File: src/rtl/core/xysc_pkg.sv
// Shared types and constants for the XMODEM/YMODEM sender control block.
package xysc_pkg;

   // Peer control bytes
   localparam logic [7:0] BYTE_ACK = 8'h06;
   localparam logic [7:0] BYTE_NAK = 8'h15;
   localparam logic [7:0] BYTE_CAN = 8'h18;
   localparam logic [7:0] BYTE_CRQ = 8'h43;

   // Block sizes
   localparam logic [10:0] SHORT_BLOCK_BYTES = 11'd128;
   localparam logic [10:0] LONG_BLOCK_BYTES  = 11'd1024;

   // Configuration register indexes
   typedef enum logic [1:0] {
      REG_PROTOCOL_MODE = 2'd0,
      REG_MAX_RETRIES   = 2'd1,
      REG_TIMEOUT_TICKS = 2'd2
   } reg_index_type;

   // Configuration reset values
   localparam logic        RESET_PROTOCOL_MODE = 1'b0;
   localparam logic [7:0]  RESET_MAX_RETRIES   = 8'd10;
   localparam logic [15:0] RESET_TIMEOUT_TICKS = 16'd10000;

   // Item operations
   typedef enum logic [1:0] {
      OP_START  = 2'd0,
      OP_BYTE   = 2'd1,
      OP_TICK   = 2'd2,
      OP_CANCEL = 2'd3
   } op_type;

   // Framing commands
   typedef enum logic [2:0] {
      ACT_NONE      = 3'd0,
      ACT_METADATA  = 3'd1,
      ACT_DATA      = 3'd2,
      ACT_EOT       = 3'd3,
      ACT_BATCH_END = 3'd4,
      ACT_RESEND    = 3'd5,
      ACT_CANCEL    = 3'd6
   } action_type;

   // Transfer events
   typedef enum logic [2:0] {
      EV_NONE          = 3'd0,
      EV_FINISHED      = 3'd1,
      EV_NO_RESPONSE   = 3'd2,
      EV_NOT_STARTED   = 3'd3,
      EV_REMOTE_CANCEL = 3'd4,
      EV_LOCAL_CANCEL  = 3'd5,
      EV_START_REFUSED = 3'd6
   } event_type;

   // Sender phases, one-hot
   typedef enum logic [8:0] {
      PH_IDLE     = 9'b0_0000_0001,
      PH_START    = 9'b0_0000_0010,
      PH_META_ACK = 9'b0_0000_0100,
      PH_META_REQ = 9'b0_0000_1000,
      PH_DATA_ACK = 9'b0_0001_0000,
      PH_EOT1     = 9'b0_0010_0000,
      PH_EOT2     = 9'b0_0100_0000,
      PH_NEXT_REQ = 9'b0_1000_0000,
      PH_BATCH    = 9'b1_0000_0000
   } phase_type;

   // One input beat
   typedef struct packed {
      op_type      operation;
      logic [7:0]  rx_byte;
      logic        file_present;
      logic [31:0] file_size;
   } item_type;

   // Sender state apart from the offset-wide counters
   typedef struct packed {
      phase_type   phase;
      logic        check_crc;
      logic [7:0]  retry_count;
      logic [7:0]  next_block;
      logic [10:0] last_payload;
      logic [7:0]  file_index;
      logic [7:0]  files_sent;
      logic [15:0] timer_count;
      logic        timer_running;
   } state_type;

   // One result beat
   typedef struct packed {
      action_type  action;
      logic [7:0]  block_number;
      logic        long_block;
      logic        crc_mode;
      logic [10:0] payload_bytes;
      logic [31:0] block_offset;
      logic [7:0]  current_file;
      event_type   event_res;
      logic        file_done;
      logic        passthrough;
      logic [7:0]  terminal_byte;
      logic        busy_res;
   } result_type;

endpackage

File: src/rtl/core/xymodem_sender_control.sv
// Top level of the XMODEM/YMODEM sender control block.
// Takes one item per clock (start, peer byte, tick or local cancel) while the result
// channel does not stall, and gives exactly one result beat per item, carrying the framing
// command, event and terminal byte. An accepted item is held in the input register, decided
// and loaded into the result register once that register is free, so its result then stands
// on the rsp_ ports. The sustained rate is one item per cycle while rsp_stall is low,
// set by the state update between the input and result registers; a stalled result holds
// the input register, which then stalls the input channel. Sizes and offsets are held at
// OFFSET_WIDTH bits. Configuration writes are taken in any cycle and should only be made
// while no item is in flight.
module xymodem_sender_control #(
   parameter int OFFSET_WIDTH = 32
) (
   input  logic        clock,
   input  logic        reset,
   // Input channel
   input  logic        req_valid,
   output logic        req_stall,
   input  logic [1:0]  req_operation,
   input  logic [7:0]  req_rx_byte,
   input  logic        req_file_present,
   input  logic [31:0] req_file_size,
   // Result channel
   output logic        rsp_valid,
   input  logic        rsp_stall,
   output logic [2:0]  rsp_action,
   output logic [7:0]  rsp_block_number,
   output logic        rsp_long_block,
   output logic        rsp_crc_mode,
   output logic [10:0] rsp_payload_bytes,
   output logic [31:0] rsp_block_offset,
   output logic [7:0]  rsp_current_file,
   output logic [2:0]  rsp_event_res,
   output logic        rsp_file_done,
   output logic        rsp_passthrough,
   output logic [7:0]  rsp_terminal_byte,
   output logic        rsp_busy_res,
   // Configuration write channel
   input  logic        csr_valid,
   output logic        csr_ready,
   input  logic [1:0]  csr_index,
   input  logic [15:0] csr_wdata
);

   logic                    protocol_mode_ff;
   logic [7:0]              max_retries_ff;
   logic [15:0]             timeout_ticks_ff;
   logic                    item_valid_ff;
   xysc_pkg::item_type      item_ff;
   xysc_pkg::item_type      item_in;
   xysc_pkg::state_type     state_ff;
   xysc_pkg::state_type     state_in;
   logic [OFFSET_WIDTH-1:0] size_ff;
   logic [OFFSET_WIDTH-1:0] size_in;
   logic [OFFSET_WIDTH-1:0] acked_ff;
   logic [OFFSET_WIDTH-1:0] acked_in;
   logic                    rsp_valid_ff;
   xysc_pkg::result_type    rsp_ff;
   xysc_pkg::result_type    rsp_in;
   logic                    advance;
   logic                    req_accept;

   // Handshake: the held item moves on whenever the result register is free
   assign advance    = item_valid_ff && (!rsp_valid_ff || !rsp_stall);
   assign req_stall  = item_valid_ff && !advance;
   assign req_accept = req_valid && !req_stall;
   assign csr_ready  = 1'b1;

   assign item_in.operation    = xysc_pkg::op_type'(req_operation);
   assign item_in.rx_byte      = req_rx_byte;
   assign item_in.file_present = req_file_present;
   assign item_in.file_size    = req_file_size;

   // Configuration registers
   always_ff @(posedge clock) begin
      if (reset) begin
         protocol_mode_ff <= xysc_pkg::RESET_PROTOCOL_MODE;
         max_retries_ff   <= xysc_pkg::RESET_MAX_RETRIES;
         timeout_ticks_ff <= xysc_pkg::RESET_TIMEOUT_TICKS;
      end else if (csr_valid && csr_ready) begin
         case (xysc_pkg::reg_index_type'(csr_index))
            xysc_pkg::REG_PROTOCOL_MODE: protocol_mode_ff <= csr_wdata[0];
            xysc_pkg::REG_MAX_RETRIES:   max_retries_ff   <= csr_wdata[7:0];
            xysc_pkg::REG_TIMEOUT_TICKS: timeout_ticks_ff <= csr_wdata;
            default: begin
            end
         endcase
      end
   end

   // Input register
   always_ff @(posedge clock) begin
      if (reset) begin
         item_valid_ff <= 1'b0;
      end else begin
         item_valid_ff <= req_accept || (item_valid_ff && !advance);
      end
   end

   always_ff @(posedge clock) begin
      if (req_accept) begin
         item_ff <= item_in;
      end
   end

   // Per-item decision logic
   xysc_step #(
      .OFFSET_WIDTH (OFFSET_WIDTH)
   ) u_step (
      .protocol_mode (protocol_mode_ff),
      .max_retries   (max_retries_ff),
      .timeout_ticks (timeout_ticks_ff),
      .item          (item_ff),
      .st            (state_ff),
      .size_of_file  (size_ff),
      .acked_offset  (acked_ff),
      .st_in         (state_in),
      .size_in       (size_in),
      .acked_in      (acked_in),
      .res           (rsp_in)
   );

   // Sender state
   always_ff @(posedge clock) begin
      if (reset) begin
         state_ff.phase         <= xysc_pkg::PH_IDLE;
         state_ff.check_crc     <= 1'b1;
         state_ff.retry_count   <= '0;
         state_ff.next_block    <= 8'd1;
         state_ff.last_payload  <= '0;
         state_ff.file_index    <= '0;
         state_ff.files_sent    <= '0;
         state_ff.timer_count   <= '0;
         state_ff.timer_running <= 1'b0;
         size_ff                <= '0;
         acked_ff               <= '0;
      end else if (advance) begin
         state_ff <= state_in;
         size_ff  <= size_in;
         acked_ff <= acked_in;
      end
   end

   // Result register
   always_ff @(posedge clock) begin
      if (reset) begin
         rsp_valid_ff <= 1'b0;
      end else if (advance) begin
         rsp_valid_ff <= 1'b1;
      end else if (!rsp_stall) begin
         rsp_valid_ff <= 1'b0;
      end
   end

   always_ff @(posedge clock) begin
      if (advance) begin
         rsp_ff <= rsp_in;
      end
   end

   assign rsp_valid         = rsp_valid_ff;
   assign rsp_action        = rsp_ff.action;
   assign rsp_block_number  = rsp_ff.block_number;
   assign rsp_long_block    = rsp_ff.long_block;
   assign rsp_crc_mode      = rsp_ff.crc_mode;
   assign rsp_payload_bytes = rsp_ff.payload_bytes;
   assign rsp_block_offset  = rsp_ff.block_offset;
   assign rsp_current_file  = rsp_ff.current_file;
   assign rsp_event_res     = rsp_ff.event_res;
   assign rsp_file_done     = rsp_ff.file_done;
   assign rsp_passthrough   = rsp_ff.passthrough;
   assign rsp_terminal_byte = rsp_ff.terminal_byte;
   assign rsp_busy_res      = rsp_ff.busy_res;

endmodule

File: src/rtl/core/xysc_step.sv
// Next-state and result logic for one sender item.
module xysc_step #(
   parameter int OFFSET_WIDTH = 32
) (
   input  logic                    protocol_mode,
   input  logic [7:0]              max_retries,
   input  logic [15:0]             timeout_ticks,
   input  xysc_pkg::item_type      item,
   input  xysc_pkg::state_type     st,
   input  logic [OFFSET_WIDTH-1:0] size_of_file,
   input  logic [OFFSET_WIDTH-1:0] acked_offset,
   output xysc_pkg::state_type     st_in,
   output logic [OFFSET_WIDTH-1:0] size_in,
   output logic [OFFSET_WIDTH-1:0] acked_in,
   output xysc_pkg::result_type    res
);

   // State after a transfer ends (check mode is kept)
   function automatic xysc_pkg::state_type idle_state(xysc_pkg::state_type s);
      xysc_pkg::state_type t;
      t               = s;
      t.phase         = xysc_pkg::PH_IDLE;
      t.retry_count   = '0;
      t.timer_running = 1'b0;
      t.timer_count   = '0;
      t.file_index    = '0;
      t.files_sent    = '0;
      t.last_payload  = '0;
      t.next_block    = 8'd1;
      return t;
   endfunction

   xysc_pkg::state_type     ns;
   xysc_pkg::result_type    r;
   logic [OFFSET_WIDTH-1:0] nsize;
   logic [OFFSET_WIDTH-1:0] nacked;
   logic [OFFSET_WIDTH-1:0] remain;
   logic [OFFSET_WIDTH-1:0] block_size;
   logic [16:0]             tick_sum;
   logic                    idle;
   logic                    ctrl_byte;
   logic                    f_retry;
   logic                    f_offer;
   logic                    f_send;
   logic [7:0]              v;

   always_comb begin
      ns        = st;
      nsize     = size_of_file;
      nacked    = acked_offset;
      r         = '0;
      r.current_file = st.file_index;
      f_retry   = 1'b0;
      f_offer   = 1'b0;
      f_send    = 1'b0;
      remain    = '0;
      block_size = protocol_mode ? OFFSET_WIDTH'(xysc_pkg::LONG_BLOCK_BYTES)
                                 : OFFSET_WIDTH'(xysc_pkg::SHORT_BLOCK_BYTES);
      v         = item.rx_byte;
      idle      = (st.phase == xysc_pkg::PH_IDLE);
      ctrl_byte = (v == xysc_pkg::BYTE_ACK) || (v == xysc_pkg::BYTE_NAK) ||
                  (v == xysc_pkg::BYTE_CRQ);
      tick_sum  = {1'b0, st.timer_count} + 17'd1;

      // Dispatch on the item
      case (item.operation)
         xysc_pkg::OP_START: begin
            if (!idle || !item.file_present) begin
               r.event_res = xysc_pkg::EV_START_REFUSED;
            end else begin
               ns               = idle_state(ns);
               nsize            = '0;
               nacked           = '0;
               ns.phase         = xysc_pkg::PH_START;
               ns.timer_running = 1'b1;
               ns.timer_count   = '0;
            end
         end
         xysc_pkg::OP_BYTE: begin
            if (idle || !(ctrl_byte || v == xysc_pkg::BYTE_CAN)) begin
               r.passthrough   = 1'b1;
               r.terminal_byte = v;
            end else if (v == xysc_pkg::BYTE_CAN) begin
               r.event_res = xysc_pkg::EV_REMOTE_CANCEL;
               ns          = idle_state(ns);
               nsize       = '0;
               nacked      = '0;
            end else begin
               // Protocol control byte in an active phase
               case (st.phase)
                  xysc_pkg::PH_START: begin
                     if (!protocol_mode &&
                         (v == xysc_pkg::BYTE_CRQ || v == xysc_pkg::BYTE_NAK)) begin
                        ns.check_crc     = (v == xysc_pkg::BYTE_CRQ);
                        ns.retry_count   = '0;
                        ns.timer_running = 1'b0;
                        f_offer          = 1'b1;
                     end else if (protocol_mode && v == xysc_pkg::BYTE_CRQ) begin
                        ns.check_crc     = 1'b1;
                        ns.retry_count   = '0;
                        ns.timer_running = 1'b0;
                        f_offer          = 1'b1;
                     end
                  end
                  xysc_pkg::PH_META_ACK: begin
                     if (v == xysc_pkg::BYTE_ACK) begin
                        ns.retry_count   = '0;
                        ns.phase         = xysc_pkg::PH_META_REQ;
                        ns.timer_running = 1'b1;
                        ns.timer_count   = '0;
                     end else if (v == xysc_pkg::BYTE_NAK) begin
                        f_retry = 1'b1;
                     end
                  end
                  xysc_pkg::PH_META_REQ: begin
                     if (v == xysc_pkg::BYTE_CRQ) begin
                        ns.retry_count   = '0;
                        ns.timer_running = 1'b0;
                        f_send           = 1'b1;
                     end else if (v == xysc_pkg::BYTE_NAK) begin
                        f_retry = 1'b1;
                     end
                  end
                  xysc_pkg::PH_DATA_ACK: begin
                     if (v == xysc_pkg::BYTE_ACK) begin
                        nacked = acked_offset + OFFSET_WIDTH'(st.last_payload);
                        ns.next_block    = st.next_block + 8'd1;
                        ns.retry_count   = '0;
                        ns.timer_running = 1'b0;
                        f_send           = 1'b1;
                     end else begin
                        f_retry = 1'b1;
                     end
                  end
                  xysc_pkg::PH_EOT1, xysc_pkg::PH_EOT2: begin
                     if (st.phase == xysc_pkg::PH_EOT1 && !protocol_mode) begin
                        if (v == xysc_pkg::BYTE_ACK) begin
                           // Single file done: transfer finished
                           r.file_done = 1'b1;
                           r.event_res = xysc_pkg::EV_FINISHED;
                           ns          = idle_state(ns);
                           nsize       = '0;
                           nacked      = '0;
                        end else if (v == xysc_pkg::BYTE_NAK) begin
                           f_retry = 1'b1;
                        end
                     end else if (st.phase == xysc_pkg::PH_EOT1 &&
                                  v == xysc_pkg::BYTE_NAK) begin
                        // First NAK of a batch EOT: send it again
                        r.action         = xysc_pkg::ACT_EOT;
                        ns.phase         = xysc_pkg::PH_EOT2;
                        ns.retry_count   = '0;
                        ns.timer_running = 1'b1;
                        ns.timer_count   = '0;
                     end else if (st.phase == xysc_pkg::PH_EOT2 &&
                                  v == xysc_pkg::BYTE_NAK) begin
                        f_retry = 1'b1;
                     end else begin
                        // EOT accepted: file done, wait for next request, or offer the next file on a C
                        r.file_done      = 1'b1;
                        ns.files_sent    = st.files_sent + 8'd1;
                        ns.file_index    = st.file_index + 8'd1;
                        nsize            = '0;
                        nacked           = '0;
                        ns.last_payload  = '0;
                        ns.phase         = xysc_pkg::PH_NEXT_REQ;
                        ns.retry_count   = '0;
                        ns.timer_running = 1'b1;
                        ns.timer_count   = '0;
                        f_offer          = (v == xysc_pkg::BYTE_CRQ);
                     end
                  end
                  xysc_pkg::PH_NEXT_REQ: begin
                     if (v == xysc_pkg::BYTE_CRQ) begin
                        ns.retry_count   = '0;
                        ns.timer_running = 1'b0;
                        f_offer          = 1'b1;
                     end
                  end
                  xysc_pkg::PH_BATCH: begin
                     if (v == xysc_pkg::BYTE_ACK) begin
                        r.event_res = xysc_pkg::EV_FINISHED;
                        ns          = idle_state(ns);
                        nsize       = '0;
                        nacked      = '0;
                     end else begin
                        f_retry = 1'b1;
                     end
                  end
                  default: begin
                  end
               endcase
            end
         end
         xysc_pkg::OP_TICK: begin
            if (!idle && st.timer_running) begin
               ns.timer_count = tick_sum[15:0];
               if (tick_sum >= {1'b0, timeout_ticks}) begin
                  ns.timer_count = '0;
                  if (st.phase == xysc_pkg::PH_START ||
                      st.phase == xysc_pkg::PH_NEXT_REQ) begin
                     if (st.retry_count >= max_retries) begin
                        r.action    = xysc_pkg::ACT_CANCEL;
                        r.event_res = xysc_pkg::EV_NOT_STARTED;
                        ns          = idle_state(ns);
                        nsize       = '0;
                        nacked      = '0;
                     end else begin
                        ns.retry_count   = st.retry_count + 8'd1;
                        ns.timer_running = 1'b1;
                        ns.timer_count   = '0;
                     end
                  end else begin
                     f_retry = 1'b1;
                  end
               end
            end
         end
         xysc_pkg::OP_CANCEL: begin
            if (!idle) begin
               r.action    = xysc_pkg::ACT_CANCEL;
               r.event_res = xysc_pkg::EV_LOCAL_CANCEL;
               ns          = idle_state(ns);
               nsize       = '0;
               nacked      = '0;
            end
         end
         default: begin
         end
      endcase

      // Resend the outstanding command or give up
      if (f_retry) begin
         if (ns.retry_count >= max_retries) begin
            r.action    = xysc_pkg::ACT_CANCEL;
            r.event_res = xysc_pkg::EV_NO_RESPONSE;
            ns          = idle_state(ns);
            nsize       = '0;
            nacked      = '0;
         end else begin
            ns.retry_count   = ns.retry_count + 8'd1;
            ns.timer_running = 1'b1;
            ns.timer_count   = '0;
            r.action         = xysc_pkg::ACT_RESEND;
            if (ns.phase == xysc_pkg::PH_DATA_ACK) begin
               r.block_number  = ns.next_block;
               r.long_block    = protocol_mode;
               r.crc_mode      = ns.check_crc;
               r.payload_bytes = ns.last_payload;
               r.block_offset  = 32'(nacked);
            end else if (ns.phase == xysc_pkg::PH_META_ACK ||
                         ns.phase == xysc_pkg::PH_META_REQ ||
                         ns.phase == xysc_pkg::PH_BATCH) begin
               r.crc_mode = 1'b1;
            end
         end
      end

      // Offer the file at the current index; with none present, end the batch or cancel
      if (f_offer) begin
         r.current_file = ns.file_index;
         if (!item.file_present) begin
            if (protocol_mode) begin
               r.action         = xysc_pkg::ACT_BATCH_END;
               r.crc_mode       = 1'b1;
               ns.phase         = xysc_pkg::PH_BATCH;
               ns.retry_count   = '0;
               ns.timer_running = 1'b1;
               ns.timer_count   = '0;
            end else begin
               r.action    = xysc_pkg::ACT_CANCEL;
               r.event_res = xysc_pkg::EV_START_REFUSED;
               ns          = idle_state(ns);
               nsize       = '0;
               nacked      = '0;
            end
         end else begin
            nsize           = OFFSET_WIDTH'(item.file_size);
            nacked          = '0;
            ns.last_payload = '0;
            ns.next_block   = 8'd1;
            if (protocol_mode) begin
               r.action         = xysc_pkg::ACT_METADATA;
               r.crc_mode       = 1'b1;
               ns.phase         = xysc_pkg::PH_META_ACK;
               ns.retry_count   = '0;
               ns.timer_running = 1'b1;
               ns.timer_count   = '0;
            end else begin
               f_send = 1'b1;
            end
         end
      end

      // Next data block, or EOT at end of file
      if (f_send) begin
         ns.retry_count   = '0;
         ns.timer_running = 1'b1;
         ns.timer_count   = '0;
         if (nacked >= nsize) begin
            r.action = xysc_pkg::ACT_EOT;
            ns.phase = xysc_pkg::PH_EOT1;
         end else begin
            remain          = nsize - nacked;
            ns.last_payload = (remain < block_size) ? 11'(remain) : 11'(block_size);
            r.action        = xysc_pkg::ACT_DATA;
            r.block_number  = ns.next_block;
            r.long_block    = protocol_mode;
            r.crc_mode      = ns.check_crc;
            r.payload_bytes = ns.last_payload;
            r.block_offset  = 32'(nacked);
            ns.phase        = xysc_pkg::PH_DATA_ACK;
         end
      end

      r.busy_res = (ns.phase != xysc_pkg::PH_IDLE);
   end

   assign st_in    = ns;
   assign size_in  = nsize;
   assign acked_in = nacked;
   assign res      = r;

endmodule
File: config.mk
export PLATFORM = sky130hd
export DESIGN_NAME = xymodem_sender_control
export DESIGN_NICKNAME = d
export VERILOG_FILES = /design/src/rtl/core/xysc_pkg.sv /design/src/rtl/core/xymodem_sender_control.sv /design/src/rtl/core/xysc_step.sv
export SDC_FILE = /design/constraint.sdc
export NUM_CORES = 1
export LEC_CHECK = 0
export ABC_AREA = 1
export BUFFER_PORTS_ARGS = -buffer_cell sky130_fd_sc_hd__buf_2
export CORE_MARGIN = 2
export CORE_UTILIZATION = 56
export CTS_CLUSTER_SIZE = 24
export DETAILED_ROUTE_END_ITERATION = 16
export PLACE_DENSITY = 0.78
export SLEW_MARGIN = 20
export SYNTH_ARGS = -nofsm -noshare
export SYNTH_HDL_FRONTEND = slang
export SYNTH_SLANG_ARGS = --single-unit
File: constraint.sdc
create_clock -name clock -period 7.78 [get_ports clock]
set_clock_uncertainty 0.1 [all_clocks]
set_input_delay 0.778 -clock clock [delete_from_list [all_inputs] [get_ports clock]]
set_output_delay 0.778 -clock clock [all_outputs]
set_load 0.01 [all_outputs]
==> impl_metrics.csv <==
group,metric,value,unit
global_routing,grt_pass1_vias,18900,
power,p_leak,10.1,nW
synth,avgSynthCellArea,7.07,um2
floorplanning,die_y,188,um
sta,slew_headroom,0.345,
setup_path,worst_path_most_repeated_cell,"nand2_1",
hold_path,hp-start,"req_operation[0]",
setup_path,crit_path_start,"state_ff[3]$_SDFFE_PP0P_",
global_routing,grt_max_degree,83,
floorplanning,die_w,188,um
power,swShare,0.325,
sta,tightest_slew,0.982,ns
setup_path,critPathMaxFanout,8,
sta,maxSlewViolCount,0,
detailed_routing,wl,67600,um
synth,synth.distinct_cells,64,
setup_path,reg2reg_from,"state_ff[3]$_SDFFE_PP0P_",
clocking,cts_tree,"done",
power,cellInternalPower,0.00279,W
setup_path,crit_slowest_cell,"dfxtp_4",
power,p_sw,0.00134,W
synth,synth.net_count,2833,
layout,layout_common_cells,"534 x nand2_1, 377 x inv_1, 225 x o21ai_0, 215 x a21oi_1, 179 x nor2_1",
layout,synthToLayoutAreaGrowth,20.4,%
placed_design,place.gp.congestion,1.01,
layout,multi_input_area,10900,um2
clocking,worstSkewPairLatency,0.60,ns
setup_path,cp_top_family,"simple AND/OR/NAND/NOR gates",
sta,hold_viol,0,
layout,nets,3074,
detailed_routing,vias,20300,
detailed_routing,first_pass_iters,6,
detailed_routing,wl_per_cell,19.9,um
placed_design,portBuffers,145,
layout,regArea,6710,um2
synth,synth_area,18900,um2
floorplanning,die_area,35300,um2
flow_run,max_cap_viol_count,0,
power,p_per_area,182,nW/um2
floorplanning,start_util,0.566,
sta,post-route-period-util,0.975,
placed_design,dp_hpwl,50100,um
clocking,cts_num_sinks,274,
clocking,numCtsBuffers,31,
floorplanning,core,33400,um2
hold_path,hold_path.class,"input port to flop",
floorplanning,io_pins,147,
power,clock_power_share,0.362,
synth,postSynthCellCount,2679,
setup_path,path_class,"flop to flop",
detailed_routing,drc_errors,0,
global_routing,globalRouteOverflowTotal,0,
synth,synthFlopType,"dfxtp_1",
sta,worst_hold_slack,0.252,ns
detailed_routing,drtIter0Drc,2048,
synth,ys_ff_latch,274,
floorplanning,fp-row-count,67,
layout,drive_gt1_frac,0.209,
sta,setup_viol,0,
detailed_routing,ant_nets,0,
layout,nFillCells,2807,
setup_path,worstSetupEndpointType,"flop",
setup_path,arrival,7.93,ns
synth,yosys_warnings,0,
layout,antenna_cells,0,
clocking,htree_num_levels,1,
setup_path,critPathBufInv,11,
synth,seq_area_frac_synth,0.354,
setup_path,required,8.13,ns
status,status,"completed",
placed_design,dpl-instance-area,20900,um2
power,power_frac_comb,0.246,
setup_path,start_kind,"flop",
synth,synthArstFlopShare,0,
power,finalPower,0.00414,W
global_routing,track_usage,0.367,
sta,fmax,132,MHz
setup_path,max_stage_delay,0.36,ns
sta,post-route-min-period,7.59,ns
layout,final_common_cell,"nand2_1",
synth,synth_edf_count,121,
clocking,cts_root_buf,"clkbuf_16",
global_routing,grt_pass1_wl,103000,um
clocking,clockBufferDepth,3,
power,p_seq_frac,0.392,
layout,design_area,22800,um2
detailed_routing,via_per_inst,5.98,
power,ir_drop,0.201,mV
global_routing,antenna_found_initial,0,
clocking,clkSlewWorstSetupHoldPaths,0.06,ns
-- final cells by class --
type                            count  share of cell area
Sequential cell                   274               0.294
Clock buffer                       42              0.0385
Inverter                          409              0.0678
Timing Repair Buffer              302              0.0878
Multi-Input combinational cell   1902               0.480
Clock inverter                     16             0.00681
Tap cell                          448              0.0246
-- per-stage QoR --
step / setup TNS, ns / cells / util / setup slack (ns)
6_report: 0 / 3393 / 0.682 / 0.194
5_1_grt: -3.32 / 3393 / 0.682 / -0.203
4_1_cts: 0 / 3377 / 0.656 / 0.0174
3_5_place_dp: -0.810 / 3318 / 0.624 / -0.0967
3_3_place_gp: 0 / 3318 / 0.624 / 0.107
2_1_floorplan: 0 / 2679 / - / 0.196
-- flip-flops by register name (all words and copies together) (netlist names), 8 cells and up --
register           count
acked_ff              32
item_ff               43
max_retries_ff         8
rsp_block_number       8
rsp_block_offset      32
rsp_current_file       8
rsp_payload_bytes     11
rsp_terminal_byte      8
size_ff               32
state_ff              62
timeout_ticks_ff      16
-- path summary, 6_finish.rpt --
path | end | slack, ns | cells after the start
max | rsp_payload_bytes[3]$_DFFE_PP_ | 0.19 | 53
min | item_ff[41]$_DFFE_PP_ | 0.25 | 1
max reg2reg | rsp_payload_bytes[3]$_DFFE_PP_ | 0.19 | 53
min reg2reg | timeout_ticks_ff[1]$_SDFFE_PP0P_ | 0.39 | 2
-- cells in the mapped netlist, types with 4 or more instances --
library cell	count	area, um2
a22oi_1	11	82.6
o211ai_1	26	195
o2111ai_1	10	87.6
nand2_2	12	75.1
nand3_2	6	60.1
buf_6	8	90.1
nand3_1	149	746
inv_4	4	25.0
clkbuf_1	63	236
nand4_1	43	269
ha_1	86	1080
and3_1	5	31.3
inv_2	12	45.0
nor2_2	40	250
xor2_1	35	307
buf_2	14	70.1
nor2_4	11	124
nand2_1	557	2090
o21ai_0	242	1210
xnor2_1	11	96.3
buf_1	7	26.3
nor2_1	195	732
o21ai_1	32	160
dfxtp_1	153	3060
o22ai_1	24	150
a31oi_1	19	119
nand3b_1	4	30.0
o221ai_1	8	70.1
or2_2	4	25.0
inv_1	391	1470
edfxtp_1	121	3630
o21bai_1	5	37.5
nor4_1	10	62.6
a21oi_1	235	1180
a21o_1	9	67.6
nand2_4	6	67.6
o21ai_2	31	272
nor3_1	36	180
-- power groups by stage --
stage | clock [W] | sequential, W | combinational [W]
2_1_floorplan | 0 | 0.00164 | 0.000579
3_3_place_gp | 0 | 0.00165 | 0.000888
3_5_place_dp | 0 | 0.00165 | 0.000900
4_1_cts | 0.00152 | 0.00162 | 0.000909
5_1_grt | 0.00156 | 0.00163 | 0.00111
6_report | 0.00150 | 0.00162 | 0.00102
-- kinds of logic (layout without fill, tap and decap cells) --
logic type | count (synthesis) | in the layout | share of synthesized area
AND/OR/NAND/NOR | 1091 | 1092 | 0.259
buffers and inverters | 504 | 769 | 0.105
flip-flops | 274 | 274 | 0.354
AO/OA/AOI/OAI | 675 | 675 | 0.202
adder cells (fa/ha/maj) | 88 | 88 | 0.0590
XOR/XNOR | 46 | 46 | 0.0213
other | 1 | 1 | 0.000198
-- timing repair --
item                       in CTS  in global routing
pin swaps                       2                 56
cloned                          1                  1
gates resized for setup        10                170
setup buffers                   0                 15
hold buffers                    0                  0
setup endpoints to repair      20                 68
-- per-layer routing --
layer,up-vias,part of all wire,global-route usage
li1,9478,-,-
met2,1131,0.45,0.587
met3,189,0.10,0.0590
met5,-,0,0
met4,0,0.044,0.137
met1,9505,0.41,0.503
(Power assumes the default switching activity.)
